## src/hdl/jacobi_linear_solver_unit_defines.svh

```systemverilog
// assertion macros of the jacobi solver rtl
// no dependencies; taken in by `include where assertions are written
`ifndef JACOBI_LINEAR_SOLVER_UNIT_DEFINES_SVH
`define JACOBI_LINEAR_SOLVER_UNIT_DEFINES_SVH

// same-cycle implication, disabled while reset is held
`define JLS_ASSERT_NOW(label, clk, rstn, ante, cons, msg) \
    label: assert property (@(posedge clk) disable iff (!(rstn)) (ante) |-> (cons)) else $error(msg);

// next-cycle implication, disabled while reset is held
`define JLS_ASSERT_NEXT(label, clk, rstn, ante, cons, msg) \
    label: assert property (@(posedge clk) disable iff (!(rstn)) (ante) |=> (cons)) else $error(msg);

`endif

```

## src/hdl/jls_pkg.sv

```systemverilog
// shared types, constants and codes of the jacobi solver
// no dependencies; used by every module of the block
package jls_pkg;

    localparam int MAX_SIZE_DEF  = 16;
    localparam int FRAC_BITS_DEF = 16;

    localparam int DATA_W    = 32;
    localparam int WIDE_W    = 64;
    localparam int SWEEP_W   = 16;
    localparam int SIZE_W    = 5;
    localparam int ROW_W     = 4;
    localparam int OP_W      = 2;
    localparam int STAT_W    = 2;
    localparam int CFG_IDX_W = 2;
    localparam int S_TDATA_W = 40;
    localparam int M_TDATA_W = 56;

    localparam logic [SIZE_W-1:0]  SIZE_RST   = SIZE_W'(16);
    localparam logic [SWEEP_W-1:0] LIMIT_RST  = SWEEP_W'(1000);
    localparam logic [DATA_W-1:0]  THRESH_RST = DATA_W'(66);

    typedef enum logic [OP_W-1:0] {
        OP_LOAD_A = 2'd0,
        OP_LOAD_B = 2'd1,
        OP_START  = 2'd2
    } opcode_t;

    typedef enum logic [STAT_W-1:0] {
        RES_CONVERGED = 2'd0,
        RES_LIMIT     = 2'd1,
        RES_ZERO_DIAG = 2'd2
    } status_t;

    typedef enum logic [CFG_IDX_W-1:0] {
        CFG_SIZE   = 2'd0,
        CFG_LIMIT  = 2'd1,
        CFG_THRESH = 2'd2
    } cfg_reg_t;

    typedef enum logic [3:0] {
        S_IDLE,
        S_INIT,
        S_INIT_CHK,
        S_ROW_START,
        S_MAC_RD,
        S_MAC_MUL,
        S_MAC_ACC,
        S_DIAG_RD,
        S_NUM,
        S_DIV,
        S_QUO,
        S_SQ,
        S_SUM,
        S_SWEEP_END,
        S_EMIT_RD,
        S_EMIT_OUT
    } state_t;

    typedef struct packed {
        logic clear_run;
        logic init_wr;
        logic acc_clr;
        logic mac_mul;
        logic mac_acc;
        logic div_start;
        logic quo_wr;
        logic sq;
        logic sum_clr;
        logic sum_add;
        logic swap;
        logic emit_load;
    } cmd_t;

    typedef struct packed {
        logic zero_diag;
        logic converged;
        logic div_done;
    } dp_stat_t;

endpackage

```

## src/hdl/jls_ctrl.sv

```systemverilog
// sequencing state machine of the jacobi solver
// depends on jls_pkg and jacobi_linear_solver_unit_defines.svh
`include "jacobi_linear_solver_unit_defines.svh"

module jls_ctrl #(
    parameter int MAX_SIZE = jls_pkg::MAX_SIZE_DEF
) (
    input  logic                               aclk,
    input  logic                               aresetn,
    input  logic                               start_i,
    input  logic [jls_pkg::SIZE_W-1:0]         size_i,
    input  logic [jls_pkg::SWEEP_W-1:0]        limit_i,
    input  logic                               out_free_i,
    input  jls_pkg::dp_stat_t                  stat_i,
    output jls_pkg::cmd_t                      cmd_o,
    output logic [$clog2(MAX_SIZE)-1:0]        mat_row_o,
    output logic [$clog2(MAX_SIZE)-1:0]        mat_col_o,
    output logic [$clog2(MAX_SIZE)-1:0]        x_idx_o,
    output logic                               idle_o,
    output logic [jls_pkg::SWEEP_W-1:0]        sweeps_o,
    output jls_pkg::status_t                   status_o,
    output logic                               last_o
);

    localparam int IW = $clog2(MAX_SIZE);
    localparam int CW = $clog2(MAX_SIZE + 1);
    localparam int SW = jls_pkg::SWEEP_W;

    jls_pkg::state_t  state_reg, state_next;
    logic [CW-1:0]    n_reg, n_next;
    logic [IW-1:0]    i_reg, i_next;
    logic [IW-1:0]    j_reg, j_next;
    logic [SW-1:0]    limit_reg, limit_next;
    logic [SW-1:0]    count_reg, count_next;
    jls_pkg::status_t status_reg, status_next;

    logic [IW-1:0]    last_idx;
    logic [SW:0]      count_inc;

    always_ff @(posedge aclk) begin
        if (!aresetn) begin
            state_reg  <= jls_pkg::S_IDLE;
            n_reg      <= CW'(1);
            i_reg      <= '0;
            j_reg      <= '0;
            limit_reg  <= SW'(1);
            count_reg  <= '0;
            status_reg <= jls_pkg::RES_CONVERGED;
        end else begin
            state_reg  <= state_next;
            n_reg      <= n_next;
            i_reg      <= i_next;
            j_reg      <= j_next;
            limit_reg  <= limit_next;
            count_reg  <= count_next;
            status_reg <= status_next;
        end
    end

    always_comb begin
        last_idx    = IW'(n_reg - CW'(1));
        count_inc   = {1'b0, count_reg} + (SW+1)'(1);
        state_next  = state_reg;
        n_next      = n_reg;
        i_next      = i_reg;
        j_next      = j_reg;
        limit_next  = limit_reg;
        count_next  = count_reg;
        status_next = status_reg;
        cmd_o       = '0;
        mat_row_o   = i_reg;
        mat_col_o   = i_reg;
        x_idx_o     = i_reg;

        unique case (state_reg)
            jls_pkg::S_IDLE: begin
                if (start_i) begin
                    if (size_i == '0) begin
                        n_next = CW'(1);
                    end else if (int'(size_i) > MAX_SIZE) begin
                        n_next = CW'(MAX_SIZE);
                    end else begin
                        n_next = CW'(size_i);
                    end
                    limit_next      = (limit_i == '0) ? SW'(1) : limit_i;
                    count_next      = '0;
                    status_next     = jls_pkg::RES_CONVERGED;
                    i_next          = '0;
                    j_next          = '0;
                    cmd_o.clear_run = 1'b1;
                    state_next      = jls_pkg::S_INIT;
                end
            end
            jls_pkg::S_INIT: begin
                cmd_o.init_wr = 1'b1;
                if (i_reg == last_idx) begin
                    state_next = jls_pkg::S_INIT_CHK;
                end else begin
                    i_next = i_reg + IW'(1);
                end
            end
            jls_pkg::S_INIT_CHK: begin
                i_next = '0;
                if (stat_i.zero_diag) begin
                    status_next = jls_pkg::RES_ZERO_DIAG;
                    state_next  = jls_pkg::S_EMIT_RD;
                end else begin
                    cmd_o.sum_clr = 1'b1;
                    state_next    = jls_pkg::S_ROW_START;
                end
            end
            jls_pkg::S_ROW_START: begin
                cmd_o.acc_clr = 1'b1;
                j_next        = '0;
                state_next    = jls_pkg::S_MAC_RD;
            end
            jls_pkg::S_MAC_RD: begin
                mat_col_o = j_reg;
                x_idx_o   = j_reg;
                if (j_reg == i_reg) begin
                    // diagonal term stays out of the sum
                    if (j_reg == last_idx) begin
                        state_next = jls_pkg::S_DIAG_RD;
                    end else begin
                        j_next = j_reg + IW'(1);
                    end
                end else begin
                    state_next = jls_pkg::S_MAC_MUL;
                end
            end
            jls_pkg::S_MAC_MUL: begin
                cmd_o.mac_mul = 1'b1;
                state_next    = jls_pkg::S_MAC_ACC;
            end
            jls_pkg::S_MAC_ACC: begin
                cmd_o.mac_acc = 1'b1;
                if (j_reg == last_idx) begin
                    state_next = jls_pkg::S_DIAG_RD;
                end else begin
                    j_next     = j_reg + IW'(1);
                    state_next = jls_pkg::S_MAC_RD;
                end
            end
            jls_pkg::S_DIAG_RD: begin
                state_next = jls_pkg::S_NUM;
            end
            jls_pkg::S_NUM: begin
                cmd_o.div_start = 1'b1;
                state_next      = jls_pkg::S_DIV;
            end
            jls_pkg::S_DIV: begin
                if (stat_i.div_done) begin
                    state_next = jls_pkg::S_QUO;
                end
            end
            jls_pkg::S_QUO: begin
                cmd_o.quo_wr = 1'b1;
                state_next   = jls_pkg::S_SQ;
            end
            jls_pkg::S_SQ: begin
                cmd_o.sq   = 1'b1;
                state_next = jls_pkg::S_SUM;
            end
            jls_pkg::S_SUM: begin
                cmd_o.sum_add = 1'b1;
                if (i_reg == last_idx) begin
                    state_next = jls_pkg::S_SWEEP_END;
                end else begin
                    i_next     = i_reg + IW'(1);
                    state_next = jls_pkg::S_ROW_START;
                end
            end
            jls_pkg::S_SWEEP_END: begin
                cmd_o.swap = 1'b1;
                count_next = count_inc[SW-1:0];
                i_next     = '0;
                if (stat_i.converged) begin
                    status_next = jls_pkg::RES_CONVERGED;
                    state_next  = jls_pkg::S_EMIT_RD;
                end else if (count_inc >= {1'b0, limit_reg}) begin
                    status_next = jls_pkg::RES_LIMIT;
                    state_next  = jls_pkg::S_EMIT_RD;
                end else begin
                    cmd_o.sum_clr = 1'b1;
                    state_next    = jls_pkg::S_ROW_START;
                end
            end
            jls_pkg::S_EMIT_RD: begin
                state_next = jls_pkg::S_EMIT_OUT;
            end
            jls_pkg::S_EMIT_OUT: begin
                if (out_free_i) begin
                    cmd_o.emit_load = 1'b1;
                    if (i_reg == last_idx) begin
                        state_next = jls_pkg::S_IDLE;
                    end else begin
                        i_next     = i_reg + IW'(1);
                        state_next = jls_pkg::S_EMIT_RD;
                    end
                end
            end
            default: begin
                state_next = jls_pkg::S_IDLE;
            end
        endcase
    end

    assign idle_o   = (state_reg == jls_pkg::S_IDLE);
    assign sweeps_o = count_reg;
    assign status_o = status_reg;
    assign last_o   = (i_reg == last_idx);

    `JLS_ASSERT_NOW(a_done_in_div, aclk, aresetn, stat_i.div_done, state_reg == jls_pkg::S_DIV, "divider finished outside its wait state")
    `JLS_ASSERT_NOW(a_emit_free, aclk, aresetn, cmd_o.emit_load, out_free_i, "result loaded into an occupied output register")
    `JLS_ASSERT_NEXT(a_start_init, aclk, aresetn, idle_o && start_i, state_reg == jls_pkg::S_INIT && i_reg == '0, "start did not begin the copy pass")
    `JLS_ASSERT_NOW(a_index_range, aclk, aresetn, !idle_o, i_reg <= last_idx && j_reg <= last_idx, "row or column counter beyond the system size")

endmodule

```

## config.mk

```make
export PLATFORM = sky130hd
export DESIGN_NAME = jls_ctrl
export DESIGN_NICKNAME = d
export VERILOG_FILES = /design/src/hdl/jls_pkg.sv /design/src/hdl/jls_ctrl.sv
export VERILOG_INCLUDE_DIRS = /design/src /design/src/hdl
export SDC_FILE = /design/constraint.sdc
export NUM_CORES = 1
export LEC_CHECK = 0
export ABC_CLOCK_PERIOD_IN_PS = 9300
export BUFFER_PORTS_ARGS = -buffer_cell sky130_fd_sc_hd__buf_2
export CORE_AREA = 2 2 72 91
export DETAILED_ROUTE_END_ITERATION = 12
export DIE_AREA = 0 0 74 93
export PLACE_DENSITY = 0.86
export RECOVER_POWER = 50
export SYNTH_ARGS = -nofsm -noshare
export SYNTH_HDL_FRONTEND = slang
export SYNTH_SLANG_ARGS = --single-unit
```

## constraint.sdc

```tcl
create_clock -name aclk -period 9.3 [get_ports aclk]
set_input_delay 1.86 -clock aclk [delete_from_list [all_inputs] [get_ports aclk]]
set_output_delay 1.86 -clock aclk [all_outputs]
set_load 0.02 [all_outputs]
```

==> results of run 1 <==
==> layout by cell type, fill, tap and decap left out, drive strengths merged, types with 15 or more instances in the layout <==
cell    instances
dfxtp          50
clkbuf         28
buf            48
a21oi          18
a21boi         25
inv            29
o21ai          22
ha             20
nor2           27
nand2          68
nor3           15
nor2b          16
xnor2          18
==> worst paths after layout <==
| check | start | endpoint | depth (start not counted) |
|---|---|---|---|
| max reg2reg | state_reg[2]$_SDFFE_PN0P_ | sweeps_o[7]$_SDFFE_PN0P_ | 8 |
| min | limit_reg[8]$_SDFFE_PN0P_ | limit_reg[8]$_SDFFE_PN0P_ | 2 |
| min reg2reg | limit_reg[8]$_SDFFE_PN0P_ | limit_reg[8]$_SDFFE_PN0P_ | 2 |
| max | sweeps_o[2]$_SDFFE_PN0P_ | cmd_o[3] | 12 |
==> per-stage QoR <==
step	hold WS [ns]	utilization, %
2_1_floorplan	0.443	-
3_3_place_gp	0.457	63.9
3_5_place_dp	0.461	63.9
4_1_cts	0.475	65.8
5_1_grt	0.492	65.1
6_report	0.474	65.1
==> final cells by class <==
type | count | area share [%]
Timing Repair Buffer | 71 | 8.30
Sequential cell | 50 | 25.4
Tap cell | 85 | 2.70
Clock inverter | 3 | 1.21
Inverter | 28 | 2.67
Multi-Input combinational cell | 341 | 57.9
Clock buffer | 5 | 1.75
==> metal layers <==
metal  part of all wire (%)  global-route usage, %  up-vias
met4                    2.3                   9.24        0
met5                      0                      0        -
met2                     54                   47.8      105
li1                       -                      -     1658
met3                    4.3                   3.13       21
met1                     39                   30.3     1554
==> worst max-delay path: cells and delay by family (launching register included) <==
kind,cells,cell delay [ns]
and+or+nand+nor,5,1.01
AOI/OAI and AO/OA,3,0.95
DFF,1,0.47
adders and majority gates,1,0.38
buffers and inverters,2,0.22
xor gates and xnor gates,1,0.12
==> logic make-up (layout without fill, tap and decap cells) <==
family                   after synthesis  after routing
adder cells (fa/ha/maj)               20             20
flip-flops                            50             50
XOR/XNOR                              28             28
multiplexers                           7              7
AND/OR/NAND/NOR                      182            182
AO/OA/AOI/OAI                        104            104
buffers and inverters                 54            107
==> power groups by stage <==
| stage | registers, W | clock network, W | logic, W |
|---|---|---|---|
| after global placement | 0.000274 | 0 | 0.000306 |
| after global routing | 0.000275 | 0.000175 | 0.000343 |
| after CTS | 0.000269 | 0.000163 | 0.000314 |
| final | 0.000270 | 0.000162 | 0.000308 |
| after detailed placement | 0.000274 | 0 | 0.000313 |
| after floorplan | 0.000258 | 0 | 0.000251 |
==> run summary, run 1 <==
Max cap viols -> 0
Rel. slew slack -> 48.5%
Crit path launch type -> flip-flop
Drt drc -> 0
Status -> finished, final reports clean
Xor-xnor portion of the synthesized cell area -> 8.57%
Proportion of synthesized area in mux cells -> 2.12%
Syn Inst Count -> 445
Maximum resistive drop on vdd -> 0.157 mV
Most instantiated library cell after synthesis -> sky130_fd_sc_hd__nand2_1
Post-cts gate resize count -> 0
Top cell type's share of synthesized area -> 28.3%
Core area -> 6050 µm²
Dominant cell type by area after synthesis -> sky130_fd_sc_hd__dfxtp_1
Die Span X -> 74 µm
Post CTS Setup Buffer Count -> 0
Sequential share of power -> 36.5%
Crit path required time -> 7.44 ns
CTS tree -> yes
Count of warnings emitted by yosys -> 0
Via count of the first global-routing pass -> 3,100
Depth of the CTS H-tree -> 2
First-pass GRT wire length -> 14,200 µm
Comb pwr share -> 41.7%
Count of hold-fix buffers inserted at cts -> 0
Vias per std cell -> 5.73
Final RePlAce weighted congestion -> 0.941
CTS Sinks -> 50
Number of synthesized register bits -> 50
Register area share after synthesis -> 28.3%
Total GRT Usage -> 26.1%
Power density of the placed cells -> 188 nW/µm²
Power consumption -> 0.000740 W
WS Path Type -> reg2out
Worst slack after detailed placement -> 4.07 ns
Synth Area in Compound Gates -> 20.6%
Simple logic cell fraction of the synthesized area -> 26.5%
Count of standard-cell rows -> 32
Slowest cell on the critical path -> sky130_fd_sc_hd__dfxtp_1
Multi-input logic area -> 2280 µm²
Cell variety after synth -> 60
Summed instance area of the synthesized netlist -> 3530 µm²
Die Span Y -> 93 µm
Flop-to-flop setup slack -> 5.97 ns
Cts bufs inserted -> 5
Detailed router's first-iteration violation count -> 229
Synth async-reset ratio -> 0%
GR Overflow Total -> 0
Antenna fix cells -> 0
Time the worst path needs with I/O delays and setup -> 5.33 ns
Routed length per instance -> 14.7 µm
Total die area -> 6880 µm²
1st-pass router iterations -> 8
Final worst-path setup slack -> 3.97 ns
Antenna violations before repair -> 0
Setup tns final -> 0 ns
Worst setup skew after layout -> 0.0123 ns
Class of the worst hold path -> reg2reg
Final cell area excluding filler cells -> 3940 µm²
Number of nets in the layout -> 545
Switching portion of total power -> 41.4%
Post-synth EDFFs -> 0
Clock slew at reported path FFs -> 0.10 ns
Arrival @ worst endpoint -> 3.47 ns
Largest net degree at the start of global routing -> 53
Internal power -> 0.000434 W
Largest fanout on the critical path -> 9
Initial cell density of the core -> 58.5%
Most numerous cell types in the synthesized netlist -> 68 x sky130_fd_sc_hd__nand2_1, 50 x sky130_fd_sc_hd__dfxtp_1, 28 x sky130_fd_sc_hd__inv_1, 27 x sky130_fd_sc_hd__nor2_1, 25 x sky130_fd_sc_hd__a21boi_0
Final slew viol count -> 0
Area Growth Syn to Fin -> 11.3%
Post-route antenna net violation count -> 0
Mean cell area of the mapped netlist -> 7.94 µm²
Via Count -> 3,338
Synth top area cells -> sky130_fd_sc_hd__dfxtp_1 28%, sky130_fd_sc_hd__nand2_1 7.2%, sky130_fd_sc_hd__ha_1 7.1%, sky130_fd_sc_hd__a21boi_0 5.3%, sky130_fd_sc_hd__xnor2_1 4.5%
Root Buffer -> sky130_fd_sc_hd__clkbuf_8
Storage element area -> 1000 µm²
Share of cells above drive strength 1 -> 14.7%
Post-layout instance count excluding filler cells -> 583
Crit path capture type -> output pin
Leakage power total -> 1.63 nW
Number of hold violations in the final report -> 0
Cell breakdown of the critical path -> and3_1 -> nand4_1 -> nor2b_1 -> xor2_1 -> ha_1 -> nand2_1 -> a2111oi_0 -> o31a_1 -> nor4b_4 -> a21boi_0 -> inv_1 -> buf_2
Share of the clock period used by the worst path -> 57.3%
Achievable clock frequency -> 188 MHz
Number of inserted filler cells in the final layout -> 548
Slew at the pin closest to its max-slew limit -> 0.773 ns
Unrepaired setup endpoints after global routing -> no
Clk network pwr share -> 21.9%
WL final -> 8560 µm
Final setup viols -> 0
Io pins -> 72
Port-buffer cells -> 71
Post-placement cell count -> 575
Synth Flop Type -> sky130_fd_sc_hd__dfxtp_1
Placed cell area -> 3860 µm²
Worst-case clock buffer depth -> 2
Combinational family with the most area after synthesis -> simple AND/OR/NAND/NOR gates
Largest stage delay on the critical path -> 0.47 ns
Clock network latency to the later pin of the worst-skew pair -> 0.32 ns
Arithmetic-cell share of the synthesized area counting full adders, half adders and majority gates -> 7.08%
Switching power of the nets -> 0.000306 W
DP Wirelength -> 6360 µm
Synthesized netlist net count -> 493
Note: power is estimated with default switching activity, not from simulation.
==> inputs of run 2 (changes only) <==
--- a/config.mk
+++ b/config.mk
@@ -6,12 +6,12 @@
 export SDC_FILE = /design/constraint.sdc
 export NUM_CORES = 1
 export LEC_CHECK = 0
-export ABC_CLOCK_PERIOD_IN_PS = 9300
+export ABC_CLOCK_PERIOD_IN_PS = 5450
 export BUFFER_PORTS_ARGS = -buffer_cell sky130_fd_sc_hd__buf_2
-export CORE_AREA = 2 2 72 91
+export CORE_AREA = 2 2 75 94
 export DETAILED_ROUTE_END_ITERATION = 12
-export DIE_AREA = 0 0 74 93
-export PLACE_DENSITY = 0.86
+export DIE_AREA = 0 0 77 96
+export PLACE_DENSITY = 0.8
 export RECOVER_POWER = 50
 export SYNTH_ARGS = -nofsm -noshare
 export SYNTH_HDL_FRONTEND = slang
==> constraint.sdc (replaced) <==
create_clock -name aclk -period 5.45 [get_ports aclk]
set_input_delay 1.09 -clock aclk [delete_from_list [all_inputs] [get_ports aclk]]
set_output_delay 1.09 -clock aclk [all_outputs]
set_load 0.02 [all_outputs]
==> run 2 against run 1 <==
Effect of this change:
- die area up 7.4%
- power grew 70%
- sequential share of layout area about the same
- non-clock buffer count increased by 1
- cell count increased by 0.51%
- routed wire length up 2.0%
- largest power group unchanged
- worst hold slack better by 0.00071 ns
- design area hardly changed
- count of clock-buffer cells in the layout did not move
- combinational power rose by 69%
- critical path depth unchanged
- first-iteration DRC count shrank 20%
- critical path type unchanged
==> run summary, run 2 (synthesis results as in run 1) <==
Most common cell after layout, fill and taps aside -> sky130_fd_sc_hd__nand2_1 (unchanged)
Achievable clock frequency -> 219 MHz
Arrival @ worst endpoint -> 3.48 ns (was 3.47 ns)
Crit path capture type -> output pin (unchanged)
Maximum resistive drop on vdd -> 0.294 mV (was 0.157 mV)
Antenna fix cells -> 0 (unchanged)
Final worst-path setup slack -> 0.876 ns (was 3.97 ns)
Number of nets in the layout -> 546 (was 545)
Worst slack after detailed placement -> 1.28 ns (was 4.07 ns)
Number of hold violations in the final report -> 0 (unchanged)
Initial cell density of the core -> 54.2% (was 58.5%)
Drt drc -> 0 (unchanged)
Rel. slew slack -> 34.1% (was 48.5%)
Antenna violations before repair -> 0 (unchanged)
Status -> finished, final reports clean (unchanged)
Number of inserted filler cells in the final layout -> 616 (was 548)
Clock network latency to the later pin of the worst-skew pair -> 0.31 ns (was 0.32 ns)
Final setup viols -> 0 (unchanged)
Routed length per instance -> 14.9 µm (was 14.7 µm)
Largest net degree at the start of global routing -> 53 (unchanged)
Area Growth Syn to Fin -> 11.3% (about the same)
Cts bufs inserted -> 5 (unchanged)
Share of cells above drive strength 1 -> 14.4% (was 14.7%)
Final slew viol count -> 0 (unchanged)
1st-pass router iterations -> 5 (was 8)
Unrepaired setup endpoints after global routing -> no (unchanged)
Leakage power total -> 1.62 nW (was 1.63 nW)
Final RePlAce weighted congestion -> 0.926 (was 0.941)
Time the worst path needs with I/O delays and setup -> 4.57 ns
Setup tns final -> 0 ns (unchanged)
WL final -> 8730 µm (was 8560 µm)
Io pins -> 72 (unchanged)
Crit path required time -> 4.36 ns (was 7.44 ns)
Final-layout worst hold slack -> 0.474 ns (about the same)
Total die area -> 7390 µm² (was 6880 µm²)
Post CTS Setup Buffer Count -> 0 (unchanged)
Via Count -> 3,367 (was 3,338)
Storage element area -> 1000 µm² (unchanged)
Detailed router's first-iteration violation count -> 184 (was 229)
Max cap viols -> 0 (unchanged)
Count of hold-fix buffers inserted at cts -> 0 (unchanged)
Count of standard-cell rows -> 33 (was 32)
Crit path launch type -> flip-flop (unchanged)
Clock slew at reported path FFs -> 0.10 ns (about the same)
Total GRT Usage -> 23.6% (was 26.1%)
Depth of the CTS H-tree -> 2 (unchanged)
DP Wirelength -> 6370 µm (was 6360 µm)
Post-layout instance count excluding filler cells -> 586 (was 583)
CTS Sinks -> 50 (unchanged)
Commonest cells after routing, fill and taps aside -> 68 x sky130_fd_sc_hd__nand2_1, 50 x sky130_fd_sc_hd__dfxtp_1, 48 x sky130_fd_sc_hd__buf_2 (unchanged)
Worst setup skew after layout -> 0.00478 ns (was 0.0123 ns)
CTS tree -> yes (unchanged)
Vias per std cell -> 5.75 (was 5.73)
Root Buffer -> sky130_fd_sc_hd__clkbuf_8 (unchanged)
First-pass GRT wire length -> 14,000 µm (was 14,200 µm)
Slew at the pin closest to its max-slew limit -> 0.989 ns (was 0.773 ns)
Worst-case clock buffer depth -> 2 (unchanged)
Multi-input logic area -> 2270 µm² (was 2280 µm²)
Core area -> 6520 µm² (was 6050 µm²)
Post-placement cell count -> 578 (was 575)
Post-route antenna net violation count -> 0 (unchanged)
Post-cts gate resize count -> 0 (unchanged)
GR Overflow Total -> 0 (unchanged)
Largest fanout on the critical path -> 9 (unchanged)
Share of the clock period used by the worst path -> 83.9%
Power consumption -> 0.00126 W (was 0.000740 W)
Die Span X -> 77 µm (was 74 µm)
Via count of the first global-routing pass -> 3,141 (was 3,100)
Die Span Y -> 96 µm (was 93 µm)
WS Path Type -> reg2out (unchanged)
Class of the worst hold path -> reg2reg (unchanged)
Power density of the placed cells -> 319 nW/µm² (was 188 nW/µm²)
Port-buffer cells -> 71 (unchanged)
run 2: area by class of cell:
cell class / instances / share of cell area (%)
flip-flops and latches: 50 / 25.4
inverters: 28 / 2.67
repair buffers: 72 / 8.40
multi-input cells: 341 / 57.8
well taps: 87 / 2.77
clock buffers: 5 / 1.75
clock inverters: 3 / 1.15
run 2: final timing paths:
check | start | end | slack, ns | depth (start not counted)
setup reg to reg | state_reg[2]$_SDFFE_PN0P_ | sweeps_o[13]$_SDFFE_PN0P_ | 1.86 | 9
hold / removal | limit_reg[8]$_SDFFE_PN0P_ | limit_reg[8]$_SDFFE_PN0P_ | 0.47 | 2
setup / recovery | sweeps_o[2]$_SDFFE_PN0P_ | cmd_o[3] | 0.88 | 12
hold reg to reg | limit_reg[8]$_SDFFE_PN0P_ | limit_reg[8]$_SDFFE_PN0P_ | 0.47 | 2
run 2: worst max-delay path, cell delays in order, from the launching register on:
cell and delay, ns:
sky130_fd_sc_hd__dfxtp_1 0.49, sky130_fd_sc_hd__and3_4 0.26, sky130_fd_sc_hd__nand4_1 0.26, sky130_fd_sc_hd__nor2b_1 0.30, sky130_fd_sc_hd__xor2_1 0.11, sky130_fd_sc_hd__ha_1 0.35, sky130_fd_sc_hd__nand2_1 0.07, sky130_fd_sc_hd__a2111oi_0 0.45
sky130_fd_sc_hd__o31a_1 0.22, sky130_fd_sc_hd__nor4b_4 0.07, sky130_fd_sc_hd__a21boi_0 0.36, sky130_fd_sc_hd__inv_1 0.08, sky130_fd_sc_hd__buf_2 0.17
run 2: where the power goes:
part           internal [W]  switching (W)
sequential         0.000404      0.0000557
combinational      0.000195       0.000326
clock              0.000137       0.000137
run 2: routing by layer:
layer / global-route usage (%) / vias up / part of all wire, %
met1: 25.8 / 1579 / 40
li1: - / 1654 / -
met3: 3.47 / 14 / 4.6
met4: 7.89 / 0 / 1.7
met5: 0 / - / 0
met2: 46.5 / 120 / 53
run 2: per-stage QoR:
| stage | area, µm² | utilization [%] |
|---|---|---|
| floorplan | 3530 | - |
| global placement | 3870 | 59.4 |
| detailed placement | 3870 | 59.4 |
| CTS | 3990 | 61.1 |
| global route | 3930 | 60.3 |
| finish | 3930 | 60.3 |
==> inputs of run 3 (changes only) <==
--- a/config.mk
+++ b/config.mk
@@ -6,7 +6,7 @@
 export SDC_FILE = /design/constraint.sdc
 export NUM_CORES = 1
 export LEC_CHECK = 0
-export ABC_CLOCK_PERIOD_IN_PS = 5450
+export ABC_CLOCK_PERIOD_IN_PS = 4270
 export BUFFER_PORTS_ARGS = -buffer_cell sky130_fd_sc_hd__buf_2
 export CORE_AREA = 2 2 75 94
 export DETAILED_ROUTE_END_ITERATION = 12
==> constraint.sdc (replaced) <==
create_clock -name aclk -period 4.27 [get_ports aclk]
set_input_delay 0.854 -clock aclk [delete_from_list [all_inputs] [get_ports aclk]]
set_output_delay 0.854 -clock aclk [all_outputs]
set_load 0.02 [all_outputs]
==> run 3 against run 2 <==
Effect of this change:
- sequential power grew 28%
- routed wire length fell by 3.0%
- sequential share of layout area is 0.41 points lower
- largest cell class unchanged
- design area is 1.7% higher
- cell count rose by 0.51%
- critical endpoint unchanged
- worst setup slack got worse by 0.65 ns
- highest routed layer unchanged
- via count fell by 2.4%
==> run summary, run 3 (synthesis results as in run 1) <==
Slew at the pin closest to its max-slew limit -> 0.990 ns (was 0.989 ns)
Io pins -> 72 (unchanged)
Routed length per instance -> 14.4 µm (was 14.9 µm)
Core area -> 6520 µm² (unchanged)
Multi-input logic area -> 2300 µm² (was 2270 µm²)
Slowest cell on the critical path -> sky130_fd_sc_hd__dfxtp_1 (unchanged)
Area Growth Syn to Fin -> 13.1% (was 11.3%)
Final slew viol count -> 0 (unchanged)
Cell breakdown of the critical path -> and3_4 -> nand4_1 -> nor2b_2 -> xor2_1 -> ha_1 -> nand2_1 -> a2111oi_0 -> o31a_1 -> nor4b_4 -> a21boi_2 -> inv_1 -> buf_2 (was and3_4 -> nand4_1 -> nor2b_1 -> xor2_1 -> ha_1 -> nand2_1 -> a2111oi_0 -> o31a_1 -> nor4b_4 -> a21boi_0 -> inv_1 -> buf_2)
Most common cell after layout, fill and taps aside -> sky130_fd_sc_hd__nand2_1 (unchanged)
First-pass GRT wire length -> 13,900 µm (was 14,000 µm)
Drt drc -> 0 (unchanged)
Detailed router's first-iteration violation count -> 145 (was 184)
Storage element area -> 1000 µm² (unchanged)
Leakage power total -> 1.65 nW (was 1.62 nW)
Crit path capture type -> output pin (unchanged)
Max cap viols -> 0 (unchanged)
Worst-case clock buffer depth -> 2 (unchanged)
GR Overflow Total -> 0 (unchanged)
Class of the worst hold path -> reg2reg (unchanged)
WL final -> 8470 µm (was 8730 µm)
Total die area -> 7390 µm² (unchanged)
Vias per std cell -> 5.58 (was 5.75)
Commonest cells after routing, fill and taps aside -> 68 x sky130_fd_sc_hd__nand2_1, 50 x sky130_fd_sc_hd__dfxtp_1, 49 x sky130_fd_sc_hd__buf_2 (was 68 x sky130_fd_sc_hd__nand2_1, 50 x sky130_fd_sc_hd__dfxtp_1, 48 x sky130_fd_sc_hd__buf_2)
Rel. slew slack -> 34.0% (was 34.1%)
Antenna fix cells -> 0 (unchanged)
1st-pass router iterations -> 4 (was 5)
Time the worst path needs with I/O delays and setup -> 4.05 ns
Clock network latency to the later pin of the worst-skew pair -> 0.31 ns (about the same)
Status -> finished, final reports clean (unchanged)
Die Span Y -> 96 µm (unchanged)
Number of nets in the layout -> 549 (was 546)
Number of inserted filler cells in the final layout -> 617 (was 616)
Largest stage delay on the critical path -> 0.48 ns (was 0.49 ns)
CTS tree -> yes (unchanged)
Via count of the first global-routing pass -> 3,152 (was 3,141)
Crit path required time -> 3.42 ns (was 4.36 ns)
Setup tns final -> 0 ns (unchanged)
Count of standard-cell rows -> 33 (unchanged)
WS Path Type -> reg2out (unchanged)
CTS Sinks -> 50 (unchanged)
Number of hold violations in the final report -> 0 (unchanged)
Final RePlAce weighted congestion -> 0.934 (was 0.926)
Largest net degree at the start of global routing -> 53 (unchanged)
Final setup viols -> 0 (unchanged)
Worst setup skew after layout -> 0.00848 ns (was 0.00478 ns)
Total GRT Usage -> 23.3% (was 23.6%)
Share of the clock period used by the worst path -> 94.8%
Maximum resistive drop on vdd -> 0.341 mV (was 0.294 mV)
Post-route antenna net violation count -> 0 (unchanged)
Die Span X -> 77 µm (unchanged)
Initial cell density of the core -> 54.2% (unchanged)
Power density of the placed cells -> 418 nW/µm² (was 319 nW/µm²)
Cts bufs inserted -> 5 (unchanged)
Port-buffer cells -> 71 (unchanged)
Arrival @ worst endpoint -> 3.19 ns (was 3.48 ns)
DP Wirelength -> 6260 µm (was 6370 µm)
Power consumption -> 0.00167 W (was 0.00126 W)
Antenna violations before repair -> 0 (unchanged)
Achievable clock frequency -> 247 MHz
Share of cells above drive strength 1 -> 16.1% (was 14.4%)
Depth of the CTS H-tree -> 2 (unchanged)
Root Buffer -> sky130_fd_sc_hd__clkbuf_8 (unchanged)
Clock slew at reported path FFs -> 0.09 ns (was 0.10 ns)
Final worst-path setup slack -> 0.222 ns (was 0.876 ns)
Crit path launch type -> flip-flop (unchanged)
Largest fanout on the critical path -> 9 (unchanged)
Via Count -> 3,287 (was 3,367)
Unrepaired setup endpoints after global routing -> no (unchanged)
Worst slack after detailed placement -> 0.354 ns (was 1.28 ns)
[run 3: final timing paths]
path                                            startpoint                          to  slack, ns  depth (start not counted)
worst max-delay path              sweeps_o[2]$_SDFFE_PN0P_                    cmd_o[3]       0.22                         12
worst min-delay path            limit_reg[13]$_SDFFE_PN0P_  limit_reg[13]$_SDFFE_PN0P_       0.47                          2
worst max register to register   state_reg[2]$_SDFFE_PN0P_    sweeps_o[7]$_SDFFE_PN0P_       0.66                         10
worst min register to register  limit_reg[13]$_SDFFE_PN0P_  limit_reg[13]$_SDFFE_PN0P_       0.47                          2
[run 3: layer usage]
| layer | up-vias | routed length [µm] | track usage, % |
|---|---|---|---|
| met5 | - | 0 | 0 |
| met2 | 87 | 4390 | 45.7 |
| li1 | 1668 | - | - |
| met3 | 13 | 358 | 3.28 |
| met1 | 1519 | 3580 | 25.6 |
| met4 | 0 | 140 | 8.04 |
[run 3: metrics by stage]
stage,cells,cell area (µm²),hold WS (ns),util (%)
floorplan,445,3530,0.443,-
global placement,580,3890,0.457,59.6
detailed placement,580,3890,0.463,59.6
CTS,588,4030,0.478,61.7
global route,589,4000,0.499,61.3
finish,589,4000,0.473,61.3
[run 3: timing repair]
action,4_1_cts,5_1_grt
pin swaps,0,1
setup endpoints to repair,1,1
resized for setup,1,5
hold buffers,0,0
buffers inserted,0,1
[run 3: worst max-delay path: cells and delay by family (launching register included)]
family / cells / cell delay, ns
DFF: 1 / 0.48
buffers and inverters: 2 / 0.20
AOI/OAI and AO/OA: 3 / 0.87
adders and majority gates: 1 / 0.34
and+or+nand+nor: 5 / 0.89
xor gates and xnor gates: 1 / 0.09
[run 3: power breakdown]
part | switching (W) | internal (W)
combinational | 0.000419 | 0.000256
clock | 0.000172 | 0.000235
sequential | 0.0000707 | 0.000516
total | 0.000662 | 0.00101
[run 3: cell type report]
class                           count  area share, %
Multi-Input combinational cell    341           57.4
Clock inverter                      3           1.72
Inverter                           28           2.63
Timing Repair Buffer               75           8.76
Sequential cell                    50           25.0
Tap cell                           87           2.72
Clock buffer                        5           1.72
